[src/hdl/ffpa_pkg.sv]
// Shared types and constants of the first-fit pool allocator.
// No dependencies; imported by every module of the block.
`default_nettype none
package ffpa_pkg;
    localparam int unsigned POOL_BYTES    = 65536;
    localparam int unsigned GRANULE_BYTES = 4;
    localparam int unsigned GL     = $clog2(GRANULE_BYTES);
    localparam int unsigned NGRAN  = POOL_BYTES / GRANULE_BYTES;
    localparam int unsigned GW     = $clog2(NGRAN);      // granule index
    localparam int unsigned LW     = GW + 1;             // link, holds end mark
    localparam int unsigned SW     = $clog2(POOL_BYTES + 1);
    localparam int unsigned EW     = LW + 1;             // block end compare
    localparam int unsigned REQ_W  = 17;
    localparam int unsigned OFF_W  = 16;
    localparam int unsigned WW     = REQ_W + 4;          // rounded request
    localparam int unsigned PW     = 21;                 // pool offset compare

    localparam logic [LW-1:0] LIST_END = LW'(NGRAN);

    typedef enum logic [1:0] {
        ST_DONE    = 2'd0,
        ST_ZERO    = 2'd1,
        ST_NO_MEM  = 2'd2,
        ST_IGNORED = 2'd3
    } status_t;

    typedef enum logic {
        CMD_ALLOC = 1'b0,
        CMD_FREE  = 1'b1
    } cmd_t;

    typedef enum logic [3:0] {
        S_IDLE, S_A_WALK, S_A_SPLIT, S_F_WALK, S_F_PGD, S_F_NPD,
        S_F_WNEXT, S_F_WPREV, S_OUT
    } state_t;

    typedef struct packed {
        logic          rd_en;
        logic [GW-1:0] rd_addr;
        logic          sz_we;
        logic [GW-1:0] sz_addr;
        logic [SW-1:0] sz_wdata;
        logic          lk_we;
        logic [GW-1:0] lk_addr;
        logic [LW-1:0] lk_wdata;
    } mem_req_t;

    typedef struct packed {
        status_t          status;
        logic [OFF_W-1:0] offset;
    } result_t;
endpackage
`default_nettype wire

[src/hdl/ffpa_ctrl.sv]
// Request sequencer: walks the free list, splits, merges, writes back.
// Depends on ffpa_pkg; drives ffpa_store through a mem_req_t.
`default_nettype none
module ffpa_ctrl import ffpa_pkg::*; (
    input  wire logic             aclk,
    input  wire logic             aresetn,
    input  wire logic             in_valid,
    output logic                  in_ready,
    input  wire cmd_t             in_cmd,
    input  wire logic [REQ_W-1:0] in_bytes,
    input  wire logic [OFF_W-1:0] in_off,
    output mem_req_t              req,
    input  wire logic [SW-1:0]    rd_size,
    input  wire logic [LW-1:0]    rd_link_raw,
    output logic                  res_valid,
    input  wire logic             res_ready,
    output result_t               res
);
    state_t        state_reg, state_next;
    logic [LW-1:0] head_reg, head_next;
    logic          cp_head_reg, cp_head_next;
    logic [GW-1:0] cp_reg, cp_next;
    logic [LW-1:0] np_reg, np_next;
    logic [GW-1:0] pg_reg, pg_next;
    logic [WW-1:0] want_reg, want_next;
    logic [SW-1:0] ps_reg, ps_next, ns_reg, ns_next, cps_reg, cps_next;
    logic [LW-1:0] nl_reg, nl_next;
    result_t       res_reg, res_next;

    logic [LW-1:0] rd_link, head_c;
    logic [WW-1:0] want_in, have_w;
    logic [WW-1:0] rest_w;
    logic [GW-1:0] rest;
    logic [PW-1:0] off_w;
    logic          ignore;
    logic [GW-1:0] pg_in;
    logic [EW-1:0] end_pg, end_cp;
    logic          merge_n;
    logic [SW-1:0] new_ps;
    logic [LW-1:0] new_lk;
    logic [31:0]   grant_w;

    assign rd_link = (rd_link_raw >= LIST_END) ? LIST_END : rd_link_raw;
    assign head_c  = (head_reg >= LIST_END) ? LIST_END : head_reg;
    assign want_in = ((WW'(in_bytes) + WW'(GRANULE_BYTES - 1)) >> GL) + WW'(1) << GL;
    assign have_w  = WW'(rd_size);
    assign rest_w  = WW'(np_reg) + (want_reg >> GL);
    assign rest    = rest_w[GW-1:0];
    assign off_w   = PW'(in_off);
    assign ignore  = (in_off == '0) || (off_w >= PW'(POOL_BYTES - GRANULE_BYTES))
                     || (in_off[GL-1:0] != '0);
    assign pg_in   = GW'((in_off >> GL) - OFF_W'(1));
    assign end_pg  = EW'(pg_reg) + EW'(ps_reg >> GL);
    assign end_cp  = EW'(cp_reg) + EW'(cps_reg >> GL);
    assign merge_n = (np_reg != LIST_END) && (end_pg == EW'(np_reg));
    assign new_ps  = merge_n ? ps_reg + ns_reg : ps_reg;
    assign new_lk  = merge_n ? nl_reg : np_reg;
    assign grant_w = (32'(np_reg) + 32'd1) << GL;

    always_ff @(posedge aclk) begin
        if (!aresetn) begin
            state_reg <= S_IDLE;
            head_reg  <= '0;
        end else begin
            state_reg <= state_next;
            head_reg  <= head_next;
        end
    end

    always_ff @(posedge aclk) begin
        cp_head_reg <= cp_head_next;
        cp_reg      <= cp_next;
        np_reg      <= np_next;
        pg_reg      <= pg_next;
        want_reg    <= want_next;
        ps_reg      <= ps_next;
        ns_reg      <= ns_next;
        cps_reg     <= cps_next;
        nl_reg      <= nl_next;
        res_reg     <= res_next;
    end

    always_comb begin
        state_next   = state_reg;
        head_next    = head_reg;
        cp_head_next = cp_head_reg;
        cp_next      = cp_reg;
        np_next      = np_reg;
        pg_next      = pg_reg;
        want_next    = want_reg;
        ps_next      = ps_reg;
        ns_next      = ns_reg;
        cps_next     = cps_reg;
        nl_next      = nl_reg;
        res_next     = res_reg;
        req          = '0;
        in_ready     = (state_reg == S_IDLE);
        res_valid    = (state_reg == S_OUT);
        unique case (state_reg)
            S_IDLE: begin
                res_next.offset = '0;
                res_next.status = ST_DONE;
                np_next         = head_c;
                cp_head_next    = 1'b1;
                want_next       = want_in;
                pg_next         = pg_in;
                if (in_valid) begin
                    if (in_cmd == CMD_ALLOC) begin
                        if (in_bytes == '0) begin
                            res_next.status = ST_ZERO;
                            state_next      = S_OUT;
                        end else if (head_c == LIST_END) begin
                            res_next.status = ST_NO_MEM;
                            state_next      = S_OUT;
                        end else begin
                            req.rd_en   = 1'b1;
                            req.rd_addr = head_c[GW-1:0];
                            state_next  = S_A_WALK;
                        end
                    end else if (ignore) begin
                        res_next.status = ST_IGNORED;
                        state_next      = S_OUT;
                    end else if (head_c < LW'(pg_in)) begin
                        req.rd_en   = 1'b1;
                        req.rd_addr = head_c[GW-1:0];
                        state_next  = S_F_WALK;
                    end else begin
                        req.rd_en   = 1'b1;
                        req.rd_addr = pg_in;
                        state_next  = S_F_PGD;
                    end
                end
            end
            S_A_WALK: begin
                if (have_w >= want_reg) begin
                    res_next.offset = grant_w[OFF_W-1:0];
                    if (want_reg + WW'(GRANULE_BYTES) >= have_w) begin
                        // use the block whole: unlink it
                        if (cp_head_reg) begin
                            head_next = rd_link;
                        end else begin
                            req.lk_we    = 1'b1;
                            req.lk_addr  = cp_reg;
                            req.lk_wdata = rd_link;
                        end
                        state_next = S_OUT;
                    end else begin
                        req.sz_we    = 1'b1;
                        req.sz_addr  = rest;
                        req.sz_wdata = SW'(have_w - want_reg);
                        req.lk_we    = 1'b1;
                        req.lk_addr  = rest;
                        req.lk_wdata = rd_link;
                        state_next   = S_A_SPLIT;
                    end
                end else begin
                    cp_next      = np_reg[GW-1:0];
                    cp_head_next = 1'b0;
                    np_next      = rd_link;
                    if (rd_link == LIST_END) begin
                        res_next.status = ST_NO_MEM;
                        state_next      = S_OUT;
                    end else begin
                        req.rd_en   = 1'b1;
                        req.rd_addr = rd_link[GW-1:0];
                    end
                end
            end
            S_A_SPLIT: begin
                if (cp_head_reg) begin
                    head_next = LW'(rest);
                end else begin
                    req.lk_we    = 1'b1;
                    req.lk_addr  = cp_reg;
                    req.lk_wdata = LW'(rest);
                end
                req.sz_we    = 1'b1;
                req.sz_addr  = np_reg[GW-1:0];
                req.sz_wdata = SW'(want_reg);
                state_next   = S_OUT;
            end
            S_F_WALK: begin
                cp_next      = np_reg[GW-1:0];
                cps_next     = rd_size;
                cp_head_next = 1'b0;
                np_next      = rd_link;
                req.rd_en    = 1'b1;
                if (rd_link < LW'(pg_reg)) begin
                    req.rd_addr = rd_link[GW-1:0];
                end else begin
                    req.rd_addr = pg_reg;
                    state_next  = S_F_PGD;
                end
            end
            S_F_PGD: begin
                ps_next = rd_size;
                if (np_reg != LIST_END) begin
                    req.rd_en   = 1'b1;
                    req.rd_addr = np_reg[GW-1:0];
                    state_next  = S_F_NPD;
                end else begin
                    ns_next    = '0;
                    nl_next    = LIST_END;
                    state_next = S_F_WNEXT;
                end
            end
            S_F_NPD: begin
                ns_next    = rd_size;
                nl_next    = rd_link;
                state_next = S_F_WNEXT;
            end
            S_F_WNEXT: begin
                req.sz_we    = 1'b1;
                req.sz_addr  = pg_reg;
                req.sz_wdata = new_ps;
                req.lk_we    = 1'b1;
                req.lk_addr  = pg_reg;
                req.lk_wdata = new_lk;
                ps_next      = new_ps;
                nl_next      = new_lk;
                state_next   = S_F_WPREV;
            end
            S_F_WPREV: begin
                if (!cp_head_reg && end_cp == EW'(pg_reg)) begin
                    req.sz_we    = 1'b1;
                    req.sz_addr  = cp_reg;
                    req.sz_wdata = cps_reg + ps_reg;
                    req.lk_we    = 1'b1;
                    req.lk_addr  = cp_reg;
                    req.lk_wdata = nl_reg;
                end else if (cp_head_reg) begin
                    head_next = LW'(pg_reg);
                end else begin
                    req.lk_we    = 1'b1;
                    req.lk_addr  = cp_reg;
                    req.lk_wdata = LW'(pg_reg);
                end
                state_next = S_OUT;
            end
            S_OUT: begin
                if (res_ready) begin
                    state_next = S_IDLE;
                end
            end
            default: state_next = S_IDLE;
        endcase
    end

    assign res = res_reg;
endmodule
`default_nettype wire

[config.mk]
export PLATFORM = sky130hd
export DESIGN_NAME = ffpa_ctrl
export DESIGN_NICKNAME = d
export VERILOG_FILES = /design/src/hdl/ffpa_pkg.sv /design/src/hdl/ffpa_ctrl.sv
export SDC_FILE = /design/constraint.sdc
export NUM_CORES = 1
export LEC_CHECK = 0
export BUFFER_PORTS_ARGS = -buffer_cell sky130_fd_sc_hd__buf_2
export CAP_MARGIN = 20
export CORE_ASPECT_RATIO = 0.6
export CORE_MARGIN = 4
export CORE_UTILIZATION = 55
export DETAILED_ROUTE_END_ITERATION = 10
export PLACE_DENSITY = 0.75
export SLEW_MARGIN = 40
export SYNTH_ARGS = -nofsm -noshare
export SYNTH_HDL_FRONTEND = slang
export SYNTH_SLANG_ARGS = --single-unit
[constraint.sdc]
create_clock -name aclk -period 10.3 [get_ports aclk]
set_clock_uncertainty 0.1 [all_clocks]
set_input_delay 0.515 -clock aclk [delete_from_list [all_inputs] [get_ports aclk]]
set_output_delay 0.515 -clock aclk [all_outputs]
set_load 0.01 [all_outputs]
* Yosys cells after proc, flatten, opt, wreduce, memory -nomap -nowiden *
Cells that the tools add are included.

word-level totals
  register bits after elaboration = 164
  bits in latches = 0
  memory bits (writable) = 0
  bits in read-only memories = 0
  input bits = 70
  output and inout port bits = 97
  logic and storage cells = 146
  memories = 0

cells by class
  add/subtract/negate cells = 11
  multipliers = 0
  divide/modulo/power cells = 0
  order comparisons = 7
  equality and inequality tests = 26
  shifts and indexed selects = 0
  muxes and demuxes = 64
  bitwise gates (word level) = 0
  reduce and logical (&&, ||, !) cells = 25

operators by type and width
  cell                                                       number
  2-to-1 mux 15 bit                                          19
  case mux 62 bit (4 select lines)                           1
  2-to-1 mux 30 bit                                          5
  case mux 15 bit (3 select lines)                           3
  case mux 17 bit (2 select lines)                           2
  2-to-1 mux 32 bit                                          2
  2-to-1 mux 62 bit                                          1
  case mux 15 bit (4 select lines)                           1
  2-to-1 mux 14 bit                                          3
  2-to-1 mux 4 bit                                           10
  case mux 18 bit (2 select lines)                           1
  adder 17 bit                                               2
  2-to-1 mux 17 bit                                          2
  adder 14 x 15 -> 16 bit                                    2
  case mux 4 bit (8 select lines)                            1
  == test 15 bit, second input constant                      2
  greater-or-equal comparator 15 bit, second input constant  2
  less-than comparator 15 x 14 -> 1 bit                      2
  case mux 14 bit (2 select lines)                           1
  != test 2 bit, second input constant                       11
  greater-or-equal comparator 21 x 17 -> 1 bit               1
  adder 19 x 3 -> 20 bit, second input constant              1
  greater-or-equal comparator 17 x 19 -> 1 bit               1
  adder 17 x 2 -> 18 bit, second input constant              1
  other kinds (33)                                           56

* Depth between registers and ports, before layout *
  depth in word-level cells = 8
  depth in mapped cells = 16
  gate-level depth less buffers = 15

* Worst setup path after synthesis *
OpenSTA, ideal clock, no wires.

  kind = register to register
  start point = register want_reg[3]
  end point = register cp_head_reg (enable)
  data arrival time = 4,562 ps
  data required time = 9,722 ps
  setup slack = 5,160 ps
  stages on the path, launching flop included = 9
  buffers on the path = 0
  period minus slack after synthesis = 5,140 ps
  cell sequence = edfxtp_1 > inv_1 > ha_1 > nor2b_1 > o31a_1 > o311ai_0 > a31oi_1 > o21a_1 > a2111oi_0

on the way
  word-level cells in the longest chain between the ends = 3

RTL lines
  item                                          line              source
  start, declared                               ffpa_ctrl.sv:25   logic [WW-1:0] want_reg, want_next;
  start signal, assigned                        ffpa_ctrl.sv:75   want_reg <= want_next;
  greater-or-equal comparator 17 x 19 -> 1 bit  ffpa_ctrl.sv:135  if (have_w >= want_reg) begin
  != test 2 bit (no source line)                -
  AND reduction 2 bit (no source line)          -
  end signal, assigned                          ffpa_ctrl.sv:71   cp_head_reg <= cp_head_next;
  end, declared                                 ffpa_ctrl.sv:21   logic cp_head_reg, cp_head_next;

Every way passes these cells.
A chain may end at the register's enable or synchronous reset.

==> impl_metrics.env <==
export IMPL_status="completed"
export IMPL_final_cell_mix="buf_2 (165), edfxtp_1 (143), ha_1 (134)"
export IMPL_endpoint_kind="output pin"
export IMPL_drc=0
export IMPL_grt_first_pass_wirelength_um=94390
export IMPL_peakVddDrop_mv=0.2591
export IMPL_initial_core_util_pct=55.77
export IMPL_port_buffers=164
export IMPL_ys_ff_latch=162
export IMPL_netlist_area_um2=15380
export IMPL_setup_viol=0
export IMPL_viasPerCell=6.931
export IMPL_ys_warnings_count=0
export IMPL_critPathRequiredTime_ns=9.69
export IMPL_cts_hold_buf=0
export IMPL_min_period_over_period_pct=57.13
export IMPL_fin_nets=2084
export IMPL_drtIter0Drc=2683
export IMPL_cts_tree="yes"
export IMPL_antenna_found_initial=2
export IMPL_synth_async_reset_ratio_pct=0
export IMPL_vias=15640
export IMPL_cts_buffer_depth=2
export IMPL_chipHeight_um=137.5
export IMPL_layout_drive_gt1_share_pct=14.94
export IMPL_r2r_cells=14
export IMPL_dpl_hpwl_um=51640
export IMPL_maxSlewViolCount=0
export IMPL_die_area_um2=30790
export IMPL_grt_ovfl_total=0
export IMPL_wl_per_cell_um=29.28
export IMPL_cts_buffers=17
export IMPL_max_freq_mhz=169.9
export IMPL_clock_latency_ns=0.48
export IMPL_gp_congestion=1.066
export IMPL_path_class="flip-flop to output pin"
export IMPL_worstHoldPathType="primary input to flip-flop"
export IMPL_setup_tns_ns=0
export IMPL_ys_flop_type="edfxtp_1"
export IMPL_holdPathStages=1
export IMPL_rsz0062_at_grt="false"
export IMPL_power_density_nw_per_um2=262.0
export IMPL_cts_root_buffer="clkbuf_16"
export IMPL_grt_total_usage_pct=41.82
export IMPL_min_to="cps_reg[2]"
export IMPL_worstPathMaxFanout=24
export IMPL_drv_cap=0
export IMPL_synth_area_leaders="edfxtp_1 (28%), ha_1 (11%), xnor2_1 (5.5%)"
export IMPL_coreArea_um2=27580
export IMPL_clock_sinks=162
export IMPL_r2r_start="want_reg[7]"
export IMPL_avgSynthCellArea_um2=8.880
export IMPL_final_common_cell="buf_2"
export IMPL_dr_pass1_iters=10
export IMPL_post_cts_resized=0
export IMPL_p_leak_uw=0.007403
export IMPL_synthToLayoutAreaGrowth_pct=11.94
export IMPL_post_cts_buffers=0
export IMPL_synth_cell_types=94
export IMPL_num_rows=47
export IMPL_worstHoldStart="rd_size[2]"
export IMPL_cp_arrival_ns=5.27
export IMPL_worst_setup_path_start_kind="flip-flop"
export IMPL_grt_pass1_vias=14020
export IMPL_hold_viol=0
export IMPL_grt_max_degree=51
export IMPL_fp_dieW_um=223.9
export IMPL_setup_ws_ns=4.415
export IMPL_place_ws_ns=5.228
export IMPL_worst_slew_pin_slew_ns=0.9055
export IMPL_min_period_ns=5.885
export IMPL_synth_edf_count=143
export IMPL_yosysSeqAreaShare_pct=30.39
export IMPL_r2r_slack_ns=5.40
export IMPL_ios=167
export IMPL_slew_headroom_pct=39.20
export IMPL_synth_cells=1732
export IMPL_synth_top_area_share_pct=27.92
export IMPL_htreeDepth=4
export IMPL_cts_clk_slew_worst_paths_ns=0.07
export IMPL_ant_nets=0
export IMPL_drt_wl_total_um=66060
export IMPL_reg2reg_to="head_reg[9]"
export IMPL_synth_top_cell_by_area="edfxtp_1"
-- synth_stat cells (all sizes together), types with 8 or more instances --
library cell  instances
edfxtp              143
ha                  134
nand2               134
nor2                121
o21ai               116
inv                 115
a21oi                99
xnor2                96
mux2i                58
clkbuf               56
xor2                 40
a21o                 39
nand3                39
nor3                 37
a22oi                32
nand2b               32
o221ai               32
nor2b                30
buf                  23
nand4                23
o211ai               23
a211oi               22
dfxtp                19
o21a                 19
nor4                 16
o22ai                16
a222oi               15
and3                 15
a221o                14
and2                 12
or3                  12
o21bai               11
a221oi               10
a31oi                 9
o31ai                 8
-- cells by family (layout without fill, tap and decap cells) --
group / count (synthesis) / count (layout) / share of synthesized area [%]
flops: 162 / 162 / 30.39
buf+inv: 197 / 350 / 5.759
fa+ha+maj: 141 / 141 / 11.75
compound gates: 531 / 531 / 24.03
simple gates: 502 / 502 / 16.24
other cells: 1 / 5 / 0.02438
xor+xnor: 136 / 136 / 7.744
mux: 62 / 62 / 4.067
-- critical path: stages (launching register included) --
cell	delay, ns
edfxtp_1	0.67
nand4_1	0.34
nor3_1	0.69
nand2_1	0.18
xnor2_1	0.17
ha_1	0.30
o21ai_0	0.19
o21ai_0	0.12
nand2_1	0.09
nand4_1	0.45
nor2_2	0.52
buf_4	0.43
nand2_1	0.08
o21ai_0	0.14
a221o_1	0.25
buf_2	0.16
-- power breakdown --
group	internal, µW	total [µW]	switching (µW)
Sequential	956	1260	300
Combinational	894	2580	1690
Clock	360	672	312
-- metrics by stage --
stage	instance area, µm²	hold slack (ns)	util, %	power [µW]	std cells
floorplan	15390	0.3206	-	2729	1734
global placement	16520	0.3818	59.91	3635	2218
detailed placement	16590	0.3864	60.14	3663	2220
CTS	17170	0.1603	62.26	4329	2252
global route	17220	0.1701	62.42	4670	2255
finish	17220	0.1699	62.43	4511	2256
-- how the worst max path moves through the flow --
stage	cells after the start	endpoint	from
after floorplan	8	cp_head_reg	want_reg[3]
after global placement	13	req[34]	np_reg[1]
after detailed placement	11	req[32]	cp_reg[0]
after CTS	11	req[32]	cp_reg[0]
after global routing	11	req[45]	cp_reg[0]
final	15	req[52]	want_reg[7]
-- area by class of cell --
class,count,area [µm²]
Fill cell,2431,10360
Multi-Input combinational cell,1375,9933
Sequential cell,162,4674
Timing Repair Buffer,202,1127
Tap cell,367,459.2
Inverter,116,435.4
Clock buffer,18,429.2
Clock inverter,14,153.9
Antenna cell,2,5.005
-- metal layers --
metal | up-vias | GRT usage (%) | part of all wire (%)
met4 | 0 | 10.09 | 2.4
met1 | 7376 | 61.92 | 43
li1 | 6821 | - | -
met3 | 133 | 22.85 | 18
met5 | - | 0 | 0
met2 | 1306 | 51.58 | 36
No activity file was read; power rests on OpenSTA's default activity.
